## src/hw/rtl/stps_ram.sv

```systemverilog
// Generic single-clock RAM with one write port and one registered read port.
// No dependencies.
module stps_ram #(
	parameter int WIDTH = 16,
	parameter int DEPTH = 256
) (
	input  logic                                  clk,
	input  logic                                  we,
	input  logic [(DEPTH > 1 ? $clog2(DEPTH) : 1)-1:0] waddr,
	input  logic [WIDTH-1:0]                      wdata,
	input  logic                                  re,
	input  logic [(DEPTH > 1 ? $clog2(DEPTH) : 1)-1:0] raddr,
	output logic [WIDTH-1:0]                      rdata
);

	logic [WIDTH-1:0] mem [DEPTH];

	always_ff @(posedge clk) begin
		if (we) begin
			mem[waddr] <= wdata;
		end
		if (re) begin
			rdata <= mem[raddr];
		end
	end

endmodule

```

## config.mk

```make
export PLATFORM = sky130hd
export DESIGN_NAME = stps_ram
export DESIGN_NICKNAME = d
export VERILOG_FILES = /design/src/hw/rtl/stps_ram.sv
export SDC_FILE = /design/constraint.sdc
export NUM_CORES = 2
export LEC_CHECK = 0
export BUFFER_PORTS_ARGS = -buffer_cell sky130_fd_sc_hd__buf_2
export CORE_MARGIN = 4
export CORE_UTILIZATION = 40
export CTS_BUF_LIST = sky130_fd_sc_hd__clkbuf_2
export DETAILED_ROUTE_END_ITERATION = 8
export GPL_TIMING_DRIVEN = 0
export SLEW_MARGIN = 25
export SYNTH_ARGS = -nofsm -noshare
export SYNTH_HDL_FRONTEND = slang
export SYNTH_SLANG_ARGS = --single-unit
```

## constraint.sdc

```tcl
create_clock -name clk -period 2.3 [get_ports clk]
set_input_delay 0 -clock clk [delete_from_list [all_inputs] [get_ports clk]]
set_output_delay 0 -clock clk [all_outputs]
set_load 0.01 [all_outputs]
```

==> results.yml <==
worst_setup_path:
  slowest_stage: "dlygate4sd3_1"
  worstRegToRegCells: 6
  cpPeakStageDelay_ns: 0.86
  cp_data_required_time_ns: 4.27
  cp.arrival_ns: 4.95
  critPathCaptureType: "flip-flop"
  startpoint_type: "primary input"
  worstPathCellList: "dlygate4sd3_1 > clkbuf_1 > dlygate4sd3_1 > clkbuf_1 > dlygate4sd3_1 > nand3_1 > clkbuf_4 > buf_12 > nor2_2 > buf_6"
  cpMostUsedCell: "dlygate4sd3_1"
  rrSetupSlack_ns: -0.52
  crit_type: "in2reg"
  cp_max_fo: 9
  r2r-end: "rdata[10]$_DFFE_PP_"
  r2r-start: "mem[131][10]$_DFFE_PP_"
run_status:
  outcome: "finished with violations"
  violations: "negative setup slack"
synth:
  syn_area_sq_um: 159000
  synth_seq_cells: 4112
  ys_types: 51
  synth_fp_nets: 7395
  synth-edff-count: 4112
  syn_area_per_cell_sq_um: 21.6
  ys_warn_count: 0
  async_reset_ff_share_pct: 0
  synth_cells: 7360
  yosysSeqAreaShare_pct: 77.7
  yosys_most_used_dff: "edfxtp_1"
sta:
  finalHoldViolCount: 0
  max_freq_ghz: 0.336
  skew_ns: 0.212
  hold_ws_ns: 0.125
  slew_headroom_pct: 18.3
  setup_viol: 1465
  finalCriticalPeriod_ns: 2.98
  slew_violations: 0
  layout_setup_ws_ns: -0.680
  rsz0062_at_grt: "true"
  period_share_pct: 130
  worstMarginPinSlew_ns: 1.22
die:
  initial_core_util_pct: 40.2
  io_pins: 51
  fp-row-count: 231
  design.core.area_sq_um: 396000
  die_area_sq_um: 407000
  die_y_microns: 638
  fp.dieW_microns: 638
route:
  wirelength_microns: 514000
  drc_errors: 0
  dr_wl_met3_microns: 60300
  wl_met2_microns: 233000
  dr.pass1.iters: 6
  wl_met1_microns: 190000
  drt_iter0_drc: 12400
  ant_nets: 0
  post_drt_wl_per_cell_microns: 34.7
  routed-via-count: 88100
  top_layer: "met5"
  vias_per_cell: 5.96
grt:
  antenna_found_initial: 37
  grt_pass1_wl_microns: 696000
  grt_overflow: 0
  grt_usage_pct: 24.7
  first_global_vias: 86900
  grt_start_max_net_pins: 115
cts:
  numCtsBuffers: 949
  cts_root_buf: "clkbuf_2"
  clkSlewWorstSetupHoldPaths_ns: 0.10
  cts_tree: "built"
  clock-sinks: 4112
  clock_path_buffers: 4
  insertion_delay_ns: 2.33
  htree_levels: 6
pwr:
  peakVddDrop_mv: 0.468
  finalPower_mw: 139
  comb_power_share_pct: 7.2
  pwr-share-seq_pct: 59.2
  p_switching_mw: 36.0
  switching_share_pct: 25.8
  power.internal_mw: 103
  power.density_nw_per_um2: 761
  p_clk_share_pct: 33.6
  p_leak_nw: 59.2
placement:
  placed_cell_area_sq_um: 171000
  portBuffers: 40
  hpwlAfterDp_microns: 347000
  gp_congestion: 1.00
cells_and_area:
  post-route-util_pct: 46.4
  final_layout_size_suffix_gt1_share_pct: 34.9
  area_delta_synth_final_pct: 15.4
  final_area_sq_um: 183000
  nNetsFinal: 8847
worst_hold_path:
  worstHoldPathCells: 10
  min_path_type: "in2reg"
  min_from: "raddr[1]"
  min_to: "rdata[4]$_DFFE_PP_"
job:
  cap_viol_max_count: 0
kinds of logic after synthesis:
logic type | after synthesis | share of synthesized area (%)
flip-flops | 4112 | 77.7
multiplexers | 1450 | 15.5
AO/OA/AOI/OAI | 786 | 3.53
AND/OR/NAND/NOR | 556 | 1.57
buffers and inverters | 456 | 1.69
synthesized netlist by cell type (2+ instances only):
cell / number / area (sq um)
a2111oi_0: 6 / 52.6
nor2_1: 304 / 1140
nand4b_1: 3 / 26.3
a21oi_1: 175 / 876
nand4_1: 26 / 163
nor4bb_1: 2 / 20.0
clkbuf_1: 230 / 863
and3_1: 11 / 68.8
mux2i_1: 565 / 5660
o22ai_1: 148 / 926
or2_2: 4 / 25.0
buf_12: 5 / 100
inv_1: 3 / 11.3
edfxtp_1: 4112 / 123000
buf_6: 77 / 867
a31oi_1: 6 / 37.5
buf_2: 76 / 380
a22oi_1: 43 / 323
mux4_2: 797 / 17900
o21ai_0: 37 / 185
nor2b_1: 9 / 56.3
nand2_1: 38 / 143
nand3_1: 35 / 175
nor4_1: 17 / 106
buf_1: 27 / 101
o32ai_1: 20 / 175
buf_8: 11 / 165
o31ai_1: 16 / 120
a211oi_1: 18 / 135
nand2b_1: 3 / 18.8
and4_1: 2 / 17.5
a22o_1: 32 / 280
or3_1: 2 / 12.5
mux2_2: 88 / 991
o221ai_1: 252 / 2210
buf_4: 26 / 195
nor3_1: 92 / 460
a21o_1: 2 / 15.0
a221oi_1: 28 / 245
power by group through the flow:
stage,clock network [mW],logic (mW),registers (mW)
6_report,46.8,10.1,82.6
5_1_grt,51.4,10.3,82.6
4_1_cts,47.4,9.83,82.6
3_5_place_dp,0,9.23,84.3
3_3_place_gp,0,8.59,84.6
2_1_floorplan,0,4.08,84.3
critical path, delay by kind of cell:
kind                   cells  cell delay (ns)
and+or+nand+nor            2             0.96
buffers and inverters      8             3.92
registers in the layout, indices dropped and copies added, names as in the netlist:
register,flops
mem,4096
rdata,16
cell usage in the layout (no fill, tap or decap), types with 26 or more instances in the layout:
cell | synthesis | routed
edfxtp_1 | 4112 | 4112
clkbuf_2 | 0 | 1398
mux4_2 | 797 | 797
mux2i_1 | 565 | 565
o221ai_1 | 252 | 246
clkinv_1 | 0 | 214
buf_6 | 77 | 193
dlygate4sd3_1 | 0 | 180
a21oi_1 | 175 | 173
clkbuf_1 | 230 | 155
o22ai_1 | 148 | 147
nor2_2 | 0 | 129
nor2_4 | 0 | 129
buf_2 | 76 | 107
mux2_2 | 88 | 86
buf_8 | 11 | 66
nor3_1 | 92 | 62
buf_16 | 0 | 61
buf_4 | 26 | 54
nor2_1 | 304 | 46
clkinv_2 | 0 | 43
buf_12 | 5 | 41
nand2_1 | 38 | 35
a22oi_1 | 43 | 34
nand3_1 | 35 | 30
o21ai_0 | 37 | 28
nand4_1 | 26 | 26
final cells by class:
| cell class | count | area (sq um) |
|---|---|---|
| multi-input cells | 2792 | 35200 |
| flip-flops and latches | 4112 | 123000 |
| diodes | 25 | 62.6 |
| clock buffers | 1340 | 6710 |
| plain buffers | 452 | 2850 |
| clock inverters | 315 | 1860 |
| fillers | 33100 | 212000 |
| well taps | 5242 | 6560 |
| inverters | 4 | 15.0 |
| repair buffers | 501 | 6680 |
stage by stage:
step           setup WS [ns]  cells  setup TNS [ns]
2_1_floorplan         0.0511   7360               0
3_3_place_gp           -5.02  12600               -
3_5_place_dp           -3.26  12900        -1995.24
4_1_cts               -0.818  14700         -104.94
5_1_grt               -0.770  14800         -131.43
6_report              -0.680  14800         -312.74
how the worst max path moves through the flow:
| stage | from | to | slack, ns | cells past startpoint |
|---|---|---|---|---|
| 2_1_floorplan | raddr[0] | rdata[4]$_DFFE_PP_ | 0.05 | 8 |
| 3_3_place_gp | raddr[2] | rdata[1]$_DFFE_PP_ | -5.02 | 9 |
| 3_5_place_dp | raddr[2] | rdata[9]$_DFFE_PP_ | -3.26 | 9 |
| 4_1_cts | rdata[13]$_DFFE_PP_ | rdata[13] | -0.82 | 1 |
| 5_1_grt | rdata[5]$_DFFE_PP_ | rdata[5] | -0.77 | 1 |
| 6_report | we | mem[68][13]$_DFFE_PP_ | -0.68 | 10 |
timing repair:
action / in CTS / in global routing
hold endpoints to repair: 8224 / 539
buffers inserted: 0 / 38
hold buffers: 200 / 10
setup endpoints to repair: 32 / 1491
gates resized for setup: 96 / 128
pin swaps: 24 / 49
metal layers:
layer	vias up	global-route usage [%]
li1	34900	-
met1	46200	32.6
met2	5802	37.2
met3	1130	6.97
met4	4	12.9
met5	-	0
(Power assumes the default switching activity.)
