$ cat src/hw/rtl/stps_pkg.sv
// Shared types, codes and a helper function for the stipple and tile pixel select block.
// Used by the top level, the remainder pipeline and the port checker.
// No dependencies.
package stps_pkg;

	// Input operation codes.
	localparam logic OP_LOAD = 1'b0;
	localparam logic OP_DRAW = 1'b1;

	// Result action codes.
	localparam logic [1:0] ACT_NONE  = 2'd0;
	localparam logic [1:0] ACT_COLOR = 2'd1;
	localparam logic [1:0] ACT_TILE  = 2'd2;

	// Fill mode codes.
	localparam logic [1:0] FM_STIPPLE = 2'd0;
	localparam logic [1:0] FM_OPAQUE  = 2'd1;
	localparam logic [1:0] FM_TILE    = 2'd2;
	localparam logic [1:0] FM_UNUSED  = 2'd3;

	// Configuration register indexes.
	localparam logic [2:0] CFG_FILL_MODE  = 3'd0;
	localparam logic [2:0] CFG_ORIGIN_X   = 3'd1;
	localparam logic [2:0] CFG_ORIGIN_Y   = 3'd2;
	localparam logic [2:0] CFG_WIDTH      = 3'd3;
	localparam logic [2:0] CFG_HEIGHT     = 3'd4;
	localparam logic [2:0] CFG_FOREGROUND = 3'd5;
	localparam logic [2:0] CFG_BACKGROUND = 3'd6;

	// Remainder pipeline shape: 16 dividend bits, four bits retired per stage.
	localparam int MOD_STAGES = 4;
	localparam int MOD_STEP   = 4;

	// Accept to result strobe, in cycles.
	localparam int OUT_LATENCY = 8;

	// Stipple word address before range check: py * pitch + column word.
	localparam int IDX_W = 15;

	// What an item will produce once the pattern lookup is done.
	typedef enum logic [1:0] {
		KIND_NONE,
		KIND_FG,
		KIND_PATTERN
	} kind_t;

	// Per-item control that rides alongside the remainder pipeline.
	typedef struct packed {
		logic        load;
		kind_t       kind;
		logic [7:0]  windex;
		logic [15:0] wdata;
	} side_t;

	// One restoring step: shift in a dividend bit and subtract the divisor if it fits.
	function automatic logic [6:0] mod_step(input logic [6:0] r, input logic b,
			input logic [6:0] d);
		logic [7:0] t;
		t = {r, b};
		if (t >= {1'b0, d}) begin
			mod_step = 7'(t - {1'b0, d});
		end else begin
			mod_step = t[6:0];
		end
	endfunction

endpackage

$ cat src/hw/rtl/stps_mod_pipe.sv
// Pipelined remainder of two 16-bit offsets by the pattern width and height.
// Depends on stps_pkg for the stage shape and the restoring step.
module stps_mod_pipe
	import stps_pkg::*;
(
	input  logic        clk,
	input  logic [15:0] dvd_x,
	input  logic [15:0] dvd_y,
	input  logic [6:0]  div_x,
	input  logic [6:0]  div_y,
	output logic [6:0]  rem_x,
	output logic [6:0]  rem_y
);

	logic [6:0]  rx_s  [MOD_STAGES];
	logic [6:0]  ry_s  [MOD_STAGES];
	logic [15:0] dvx_s [MOD_STAGES];
	logic [15:0] dvy_s [MOD_STAGES];

	for (genvar k = 0; k < MOD_STAGES; k++) begin : g_stage
		logic [6:0]  rx_in, ry_in, rx_nxt, ry_nxt;
		logic [15:0] dx_in, dy_in;

		if (k == 0) begin : g_first
			assign rx_in = '0;
			assign ry_in = '0;
			assign dx_in = dvd_x;
			assign dy_in = dvd_y;
		end else begin : g_next
			assign rx_in = rx_s[k-1];
			assign ry_in = ry_s[k-1];
			assign dx_in = dvx_s[k-1];
			assign dy_in = dvy_s[k-1];
		end

		// Retire this stage's dividend bits, most significant first.
		always_comb begin
			rx_nxt = rx_in;
			ry_nxt = ry_in;
			for (int j = 0; j < MOD_STEP; j++) begin
				rx_nxt = mod_step(rx_nxt, dx_in[15 - k*MOD_STEP - j], div_x);
				ry_nxt = mod_step(ry_nxt, dy_in[15 - k*MOD_STEP - j], div_y);
			end
		end

		always_ff @(posedge clk) begin
			rx_s[k]  <= rx_nxt;
			ry_s[k]  <= ry_nxt;
			dvx_s[k] <= dx_in;
			dvy_s[k] <= dy_in;
		end
	end

	assign rem_x = rx_s[MOD_STAGES-1];
	assign rem_y = ry_s[MOD_STAGES-1];

endmodule

$ cat config.mk
export PLATFORM = sky130hd
export DESIGN_NAME = stps_mod_pipe
export DESIGN_NICKNAME = d
export VERILOG_FILES = /design/src/hw/rtl/stps_pkg.sv /design/src/hw/rtl/stps_mod_pipe.sv
export SDC_FILE = /design/constraint.sdc
export NUM_CORES = 1
export LEC_CHECK = 0
export ABC_AREA = 1
export BUFFER_PORTS_ARGS = -buffer_cell sky130_fd_sc_hd__buf_2
export CORE_ASPECT_RATIO = 1.1
export CORE_MARGIN = 2
export CORE_UTILIZATION = 35
export DETAILED_ROUTE_END_ITERATION = 10
export GPL_TIMING_DRIVEN = 0
export MAX_ROUTING_LAYER = met4
export PLACE_DENSITY = 0.46
export SKIP_LAST_GASP = 1
export SYNTH_ARGS = -nofsm -noshare
export SYNTH_HDL_FRONTEND = slang
export SYNTH_SLANG_ARGS = --single-unit
$ cat constraint.sdc
create_clock -name clk -period 15.28 [get_ports clk]
set_clock_uncertainty 0.1 [all_clocks]
set_input_delay 3.056 -clock clk [delete_from_list [all_inputs] [get_ports clk]]
set_output_delay 3.056 -clock clk [all_outputs]
set_load 0.01 [all_outputs]
==> flow_summary.ini <==
[outcome]
status = finished, final reports clean

[detailed_routing]
wl_met2_um = 17600
wl_um = 35400
dr.max_layer_used = met4
via_per_inst = 4.81
vias = 12600
drc = 0
wl_per_cell_um = 13.5
dr_wl_met3_um = 707
wl_met1_um = 16500
drtIter0Drc = 532
ant_nets = 0
first_pass_iters = 5

[sta]
fin_crit_sh = 0.657
hold_viol_final = 0
relSlewSlack = 0.297
timing.fmax_ghz = 0.0996
rsz0062_at_grt = no
worstMarginPinSlew_ps = 1050
setup_violations = 0
setup_tns_ps = 0
slew_violations = 0
fin_crit_ps = 10040

[logic_synthesis]
yosysWarnings = 0
synth_edf_count = 0
yosysSeqAreaShare = 0.152
syn-num-nets = 2337
ys_ff_latch = 104
synth_area_per_cell_um2 = 6.67
netlist_area_mm2 = 0.0137
async_flop_share = 0
synth_ff_type = dfxtp_1
syn_inst = 2046
netlist-cell-type-count = 46

[clock_tree]
clk_pin_slew_ps = 90
hold_buffers = 0
htreeDepth = 3
cts_sinks = 104
clockBufferDepth = 2
cts.repair.resized = 0
clkLatencyLatePin_ps = 400
cts_tree = yes
post_cts_buffers = 0
numCtsBuffers = 9
clock-root-buffer = clkbuf_16

[placement]
dp_hpwl_um = 27800
place.gp.congestion = 0.821
portBuffers = 60

[floorplan]
core.rowCount = 75
core_mm2 = 0.0383
io_pins = 61
dieArea_mm2 = 0.0406
die_h_um = 211
initial_core_util = 0.357
die_x_um = 192

[cells_and_area]
drive_gt1_frac = 0.0961
layout_commonest_cell = nand2_1
final_cell_mix = nand2_1, inv_1, ha_1
syn_to_final_growth_pct = 9.08
final_util = 0.389
nets = 2409
num_antenna_cells = 0
n_fill_cell = 4142

[setup_path]
cpMaxStageDelayCell = fa_1
path_common_cell = nand2_1
slowest_delay_ps = 550
setup.worst_path.class = in2reg
cp-end-kind = flip-flop
cp-start-kind = input port
cp.required_ps = 15470
crit_arrival_ps = 10230
crit_fanout = 11

[global_route]
grt_max_degree = 25
grt_pass1_wl_um = 59600
grt_pass1_vias = 12400
grt_overflow = 0
track_usage = 0.189
grt_antenna_before_repair = 0

[run]
drv_cap = 0

[min_path]
min_path_type = reg2reg
==> final timing paths <==
kind               start     endpoint  slack (ps)  cells past startpoint
min          dvy_s[1][0]  dvy_s[2][0]         210                      0
max             div_y[1]   ry_s[2][0]        5240                     46
max reg2reg  dvy_s[1][7]   ry_s[2][0]        8440                     47
min reg2reg  dvy_s[1][0]  dvy_s[2][0]         210                      0
==> registers in the layout, indices dropped and copies added, names as in the netlist <==
name / count
dvx_s: 24
dvy_s: 24
rx_s: 28
ry_s: 28
==> cells in the mapped netlist (2+ instances only) <==
cell type | n | area (um2)
o21bai_1 | 5 | 37.5
nor2_4 | 13 | 146
o211ai_1 | 3 | 22.5
nand2_4 | 7 | 78.8
buf_2 | 4 | 20.0
nor2_8 | 3 | 60.1
inv_4 | 2 | 12.5
or2_1 | 12 | 75.1
nor3_1 | 16 | 80.1
o21ai_2 | 5 | 43.8
nand2_1 | 654 | 2450
a31oi_1 | 9 | 56.3
fa_1 | 30 | 601
a41oi_1 | 3 | 26.3
and2_1 | 2 | 12.5
nand3_2 | 17 | 170
inv_2 | 16 | 60.1
o21a_1 | 5 | 37.5
and3_1 | 2 | 12.5
nor2_1 | 48 | 180
nor2_2 | 10 | 62.6
nand4_1 | 28 | 175
o21ai_0 | 65 | 325
buf_6 | 4 | 45.0
a21oi_2 | 13 | 114
a21oi_1 | 120 | 601
a21o_1 | 12 | 90.1
ha_1 | 214 | 2680
dfxtp_1 | 104 | 2080
nand3_1 | 133 | 666
xor2_1 | 71 | 622
or2_2 | 13 | 81.3
nand3_4 | 2 | 35.0
nand2_2 | 12 | 75.1
inv_1 | 288 | 1080
o21ai_1 | 40 | 200
xnor2_1 | 50 | 438
buf_4 | 3 | 22.5
==> metrics by stage <==
stage,worst slack [ps],instance area (um2),cells,hold slack [ps]
5_1_grt,4350,14900,2623,227
2_1_floorplan,6320,13700,2046,210
6_report,5240,14900,2623,213
4_1_cts,5090,14900,2623,214
3_5_place_dp,4650,14600,2607,212
3_3_place_gp,4270,14600,2606,210
==> cell families after synthesis <==
logic type	after synthesis	share of synthesized area
adder cells (fa/ha/maj)	244	0.240
buffers and inverters	318	0.0912
AO/OA/AOI/OAI	285	0.118
flip-flops	104	0.152
XOR/XNOR	121	0.0776
AND/OR/NAND/NOR	974	0.321
==> cell type report <==
type | count | area, um2 | share of cell area
clock inverter | 7 | 61.3 | 0.00412
inverter | 307 | 1160 | 0.0777
tap | 500 | 626 | 0.0420
sequential | 104 | 2080 | 0.140
clock buffer | 9 | 225 | 0.0151
multi-input combinational | 1624 | 10300 | 0.693
buffer | 11 | 87.6 | 0.00588
timing repair buffer | 61 | 328 | 0.0220
==> worst max-delay path, delay by kind of cell <==
kind | cells | cell delay [ps]
simple gates | 26 | 2410
fa+ha+maj | 4 | 1680
compound gates | 8 | 1450
buf+inv | 8 | 1580
==> routing by layer <==
metal,global-route usage,up-vias
li1,-,6796
met4,0.0550,0
met3,0.0171,33
met5,-,-
met2,0.336,130
met1,0.225,5645
Power is left out: the tool's default activity adds up to more than one toggle a clock period on the data nets, which glitch-free logic cannot reach.
